File: src/rtl/wsp_pkg.sv
`timescale 1ns / 1ps
// ----------------------------------------------------------------------------
// wsp_pkg
// Shared widths, constants and types of the world-to-screen projection pipe.
// ----------------------------------------------------------------------------
package wsp_pkg;

    // fixed-point format of matrix entries, positions and screen values
    localparam int FRAC_BITS = 16;
    localparam int ENTRY_W   = 32;
    localparam int PROD_W    = 2 * ENTRY_W;
    // exact sum of three products
    localparam int SUM_W     = PROD_W + 2;
    // clip value after the shift back to FRAC_BITS, plus the bias column
    localparam int CLIP_W    = SUM_W - FRAC_BITS;
    // divisor (clip w, known positive when the point is visible)
    localparam int DIV_W     = CLIP_W - 1;
    // dividend magnitude |clip| * 2^FRAC_BITS
    localparam int NUM_W     = CLIP_W + FRAC_BITS;
    // quotient bits kept; anything at or above 2^QB saturates the screen value
    localparam int QB        = FRAC_BITS + 17;
    localparam int CMP_W     = DIV_W + QB;
    localparam int NDC_W     = QB + 2;

    // screen mapping
    localparam int SIZE_W    = 16;
    localparam int HALF_W    = SIZE_W - 1;
    localparam int COEF_W    = SIZE_W + 1;
    localparam int SPROD_W   = COEF_W + NDC_W;
    localparam int SCR_W     = SPROD_W + 1;
    localparam int OUT_W     = 32;

    // visibility threshold: round(0.1 * 2^FRAC_BITS)
    localparam longint W_MIN = ((longint'(1) << FRAC_BITS) + 5) / 10;

    // configuration port
    localparam int ADDR_W    = 3;
    localparam int DATA_W    = 32;
    localparam logic REG_WIDTH  = 1'b0;
    localparam logic REG_HEIGHT = 1'b1;
    localparam logic [SIZE_W-1:0] WIDTH_RESET  = 16'd1920;
    localparam logic [SIZE_W-1:0] HEIGHT_RESET = 16'd1080;

    // request operations
    localparam logic OP_LOAD    = 1'b0;
    localparam logic OP_PROJECT = 1'b1;

    // matrix
    localparam int MAT_DEPTH = 16;
    localparam int IDX_W     = 4;

    // sideband that travels with every pipeline stage
    typedef struct packed {
        logic valid;
        logic visible;
    } t_tag;

endpackage

File: src/rtl/wsp_screen.sv
`timescale 1ns / 1ps
// ----------------------------------------------------------------------------
// wsp_screen
// Viewport mapping: scale ndc by half size + 1 (y: 1 - half size), add the
// offset, saturate. Two stages; the second is the output register.
// ----------------------------------------------------------------------------
module wsp_screen import wsp_pkg::*; (
    input  logic                     i_clk,
    input  logic                     i_rst_n,
    input  logic                     i_en,
    input  t_tag                     i_tag,
    input  logic signed [NDC_W-1:0]  i_ndc_x,
    input  logic signed [NDC_W-1:0]  i_ndc_y,
    input  logic [SIZE_W-1:0]        i_screen_width,
    input  logic [SIZE_W-1:0]        i_screen_height,
    output t_tag                     o_tag,
    output logic signed [OUT_W-1:0]  o_screen_x,
    output logic signed [OUT_W-1:0]  o_screen_y
);

    logic [HALF_W-1:0]         hw;
    logic [HALF_W-1:0]         hh;
    logic signed [COEF_W-1:0]  coef_x;
    logic signed [COEF_W-1:0]  coef_y;
    logic signed [SCR_W-1:0]   off_x;
    logic signed [SCR_W-1:0]   off_y;
    logic signed [SPROD_W-1:0] r_px;
    logic signed [SPROD_W-1:0] r_py;
    t_tag                      r_tag1;
    t_tag                      r_tag2;
    logic signed [OUT_W-1:0]   r_sx;
    logic signed [OUT_W-1:0]   r_sy;
    logic signed [OUT_W-1:0]   n_sx;
    logic signed [OUT_W-1:0]   n_sy;

    assign hw     = i_screen_width[SIZE_W-1:1];
    assign hh     = i_screen_height[SIZE_W-1:1];
    assign coef_x = $signed({2'b00, hw}) + COEF_W'(1);
    assign coef_y = COEF_W'(1) - $signed({2'b00, hh});
    assign off_x  = $signed(SCR_W'({hw, {FRAC_BITS{1'b0}}}));
    assign off_y  = $signed(SCR_W'({hh, {FRAC_BITS{1'b0}}}));

    // stage 1: scale
    always_ff @(posedge i_clk) begin
        if (!i_rst_n) begin
            r_tag1 <= '0;
        end else if (i_en) begin
            r_tag1 <= i_tag;
            r_px   <= SPROD_W'(coef_x) * SPROD_W'(i_ndc_x);
            r_py   <= SPROD_W'(coef_y) * SPROD_W'(i_ndc_y);
        end
    end

    function automatic logic signed [OUT_W-1:0] sat(input logic signed [SCR_W-1:0] v);
        logic signed [SCR_W-1:0] hi;
        logic signed [SCR_W-1:0] lo;
        hi = SCR_W'({1'b0, {(OUT_W-1){1'b1}}});
        lo = -hi - SCR_W'(1);
        if (v > hi) begin
            sat = {1'b0, {(OUT_W-1){1'b1}}};
        end else if (v < lo) begin
            sat = {1'b1, {(OUT_W-1){1'b0}}};
        end else begin
            sat = v[OUT_W-1:0];
        end
    endfunction

    // add offset, saturate, zero hidden points
    always_comb begin
        n_sx = '0;
        n_sy = '0;
        if (r_tag1.visible) begin
            n_sx = sat($signed({r_px[SPROD_W-1], r_px}) + off_x);
            n_sy = sat($signed({r_py[SPROD_W-1], r_py}) + off_y);
        end
    end

    // stage 2: output register
    always_ff @(posedge i_clk) begin
        if (!i_rst_n) begin
            r_tag2 <= '0;
        end else if (i_en) begin
            r_tag2 <= r_tag1;
            r_sx   <= n_sx;
            r_sy   <= n_sy;
        end
    end

    assign o_tag      = r_tag2;
    assign o_screen_x = r_sx;
    assign o_screen_y = r_sy;

endmodule

File: config.mk
export PLATFORM = sky130hd
export DESIGN_NAME = wsp_screen
export DESIGN_NICKNAME = d
export VERILOG_FILES = /design/src/rtl/wsp_pkg.sv /design/src/rtl/wsp_screen.sv
export SDC_FILE = /design/constraint.sdc
export NUM_CORES = 2
export LEC_CHECK = 0
export ABC_AREA = 0
export BUFFER_PORTS_ARGS = -buffer_cell sky130_fd_sc_hd__buf_2
export CELL_PAD_IN_SITES_DETAIL_PLACEMENT = 1
export CELL_PAD_IN_SITES_GLOBAL_PLACEMENT = 1
export CORE_ASPECT_RATIO = 1.5
export CORE_MARGIN = 2
export CORE_UTILIZATION = 55
export CTS_CLUSTER_SIZE = 8
export DETAILED_ROUTE_END_ITERATION = 10
export GPL_ROUTABILITY_DRIVEN = 0
export PLACE_DENSITY = 0.95
export SLEW_MARGIN = 20
export SYNTH_ARGS = -nofsm -noshare
export SYNTH_HDL_FRONTEND = slang
export SYNTH_SLANG_ARGS = --single-unit
export TNS_END_PERCENT = 100
File: constraint.sdc
create_clock -name i_clk -period 21.9 [get_ports i_clk]
set_input_delay 5.475 -clock i_clk [delete_from_list [all_inputs] [get_ports i_clk]]
set_output_delay 5.475 -clock i_clk [all_outputs]
set_load 0.05 [all_outputs]
==> results.sh <==
export IMPL_via_count=38600
export IMPL_grt_ovfl_total=0
export IMPL_fp_row_count=131
export IMPL_setup_tns_ps=0
export IMPL_fin_ws_ps=6240
export IMPL_fp_dieW_um=243
export IMPL_drtPass1Iterations=9
export IMPL_finalSetupViolCount=0
export IMPL_hold_viol_final=0
export IMPL_grt_setup_unrepaired="false"
export IMPL_coreArea_mm2=0.0849
export IMPL_maxSlewViolCount=0
export IMPL_die_y_um=362
export IMPL_initial_utilization=0.554
export IMPL_antenna_found_initial=6
export IMPL_drc=0
export IMPL_clkLatencyLatePin_ps=530
export IMPL_dpl_hpwl_mm=131
export IMPL_gr_usage_all_layers=0.406
export IMPL_cts_setup_buffers=0
export IMPL_worst_hold_path_type="register to register"
export IMPL_period_minus_slack_ps=15660
export IMPL_drive_gt1_frac=0.0570
export IMPL_cts_repair_resized=0
export IMPL_synth_top_area_share=0.451
export IMPL_place_ws_ps=6350
export IMPL_netlist_area_mm2=0.0471
export IMPL_yosysSeqAreaShare=0.108
export IMPL_outcome="completed"
export IMPL_holdBufCountCts=0
export IMPL_yosysWarnings=0
export IMPL_grt_pass1_wl_mm=268
export IMPL_async_reset_ff_frac=0
export IMPL_critPathCaptureType="register"
export IMPL_h_tree_depth=4
export IMPL_ios=173
export IMPL_critical_path_class="input port to register"
export IMPL_synthToLayoutAreaGrowth_pct=5.73
export IMPL_avgSynthCellArea_um2=9.15
export IMPL_clock_sinks=171
export IMPL_clock_skew_ps=25.1
export IMPL_synth_most_common_cell="inv_1"
export IMPL_first_iter_violations=3388
export IMPL_syn_inst=5143
export IMPL_arrival_ps=15930
export IMPL_final_nets=6621
export IMPL_grt_max_degree=69
export IMPL_numCtsBuffers=17
export IMPL_maxCapViolCount=0
export IMPL_clockRootBuffer="clkbuf_16"
export IMPL_numPortBuffers=170
export IMPL_ant_nets=0
export IMPL_clk_pin_slew_ps=80
export IMPL_synth_area_leaders="fa_1 45%, inv_1 11%, edfxtp_1 11%, ha_1 7.3%, nand2_1 6.4%"
export IMPL_clk_path_buf_depth=2
export IMPL_critPathRequiredTime_ps=22160
export IMPL_max_freq_mhz=63.8
export IMPL_synth_nets=6586
export IMPL_synth_edf_count=167
export IMPL_yosys_area_top_type="fa_1"
export IMPL_cp_start_kind="input port"
export IMPL_ys_seq_elements=171
export IMPL_slew_headroom=0.197
export IMPL_drt_vias_per_instance=6.11
export IMPL_grt_pass1_vias=47000
export IMPL_yosys_top_cells_count="1,343 x inv_1, 1,061 x fa_1, 799 x nand2_1"
export IMPL_dieArea_mm2=0.0880
export IMPL_tritoncts="yes"
export IMPL_tightest_slew_ps=1200
export IMPL_n_fill_cell=9725
export IMPL_wl_per_cell_um=27.4
export IMPL_synthDistinctLibCells=75
export IMPL_period_share=0.715
export IMPL_cp_max_fo=39
export IMPL_drt_total_wl_mm=173
export IMPL_ys_flop_type="edfxtp_1"
## stage by stage
stage	util	instances	cell area [µm²]	hold WS, ps
floorplan	-	5143	47100	482
global placement	0.578	6288	49100	500
detailed placement	0.578	6288	49100	506
CTS	0.586	6320	49700	530
global route	0.586	6323	49700	561
finish	0.586	6325	49700	519
## cells in the final DEF, fill, tap and decap left out, types with 92 or more instances in the layout
master       n
buf_2      170
a21oi_1    113
ha_1       275
and2_1     268
inv_1     1343
xnor2_1     92
edfxtp_1   167
nor2b_1     92
nor2_1     110
nand2_1    799
a21o_1     108
fa_1      1061
## critical path: stages
cell	delay [ps]
buf_2	710
ha_1	430
nand3_1	290
xnor2_2	980
buf_4	510
nand2_1	160
fa_1	580
inv_1	90
fa_1	590
inv_1	80
fa_1	500
inv_1	50
fa_1	480
fa_1	570
inv_1	90
fa_1	570
inv_1	70
ha_1	410
and3_1	290
a311o_1	380
a31oi_1	560
o211ai_1	520
a22oi_1	530
a31oi_1	210
a22oi_1	310
nand3_1	140
a31oi_1	230
xnor2_1	80
## final timing paths
check | start | end | slack (ps) | cells after the start
worst max-delay path | i_screen_width[1] | r_px[51]$_DFFE_PP_ | 6240 | 28
worst min-delay path | o_tag[1]$_SDFFE_PN0P_ | o_tag[1]$_SDFFE_PN0P_ | 520 | 2
worst max register to register | r_px[18]$_DFFE_PP_ | o_screen_x[22]$_SDFFCE_PN0P_ | 17240 | 13
worst min register to register | o_tag[1]$_SDFFE_PN0P_ | o_tag[1]$_SDFFE_PN0P_ | 520 | 2
## kinds of logic after synthesis
group / Yosys count / share of synthesized area
flip-flops: 171 / 0.108
buffers and inverters: 1536 / 0.123
AO/OA/AOI/OAI: 437 / 0.0621
adder cells (fa/ha/maj): 1336 / 0.525
XOR/XNOR: 168 / 0.0313
AND/OR/NAND/NOR: 1483 / 0.148
multiplexers: 12 / 0.00263
## area by class of cell
type / count / area [µm²] / share of cell area
Clock buffer: 17 / 425 / 0.00855
Timing Repair Buffer: 208 / 1140 / 0.0230
Tap cell: 1130 / 1410 / 0.0284
Sequential cell: 171 / 5090 / 0.102
Inverter: 1344 / 5040 / 0.101
Multi-Input combinational cell: 3436 / 36400 / 0.732
Clock inverter: 15 / 211 / 0.00425
Antenna cell: 4 / 10.0 / 0.000201
## state kept, by name, indices dropped and copies added, names as in the netlist
signal / count
r_py: 51
r_px: 52
r_tag1: 2
o_screen_x: 32
o_screen_y: 32
o_tag: 2
## routing by layer
metal | part of all wire | up-vias | global-route usage
li1 | - | 15200 | -
met1 | 0.31 | 19600 | 0.417
met2 | 0.51 | 2609 | 0.711
met3 | 0.081 | 1246 | 0.0796
met4 | 0.10 | 6 | 0.341
met5 | 0.00094 | - | 0.0111
Power is left out: the tool's default activity adds up to more than one toggle a clock period on the data nets, which glitch-free logic cannot reach.
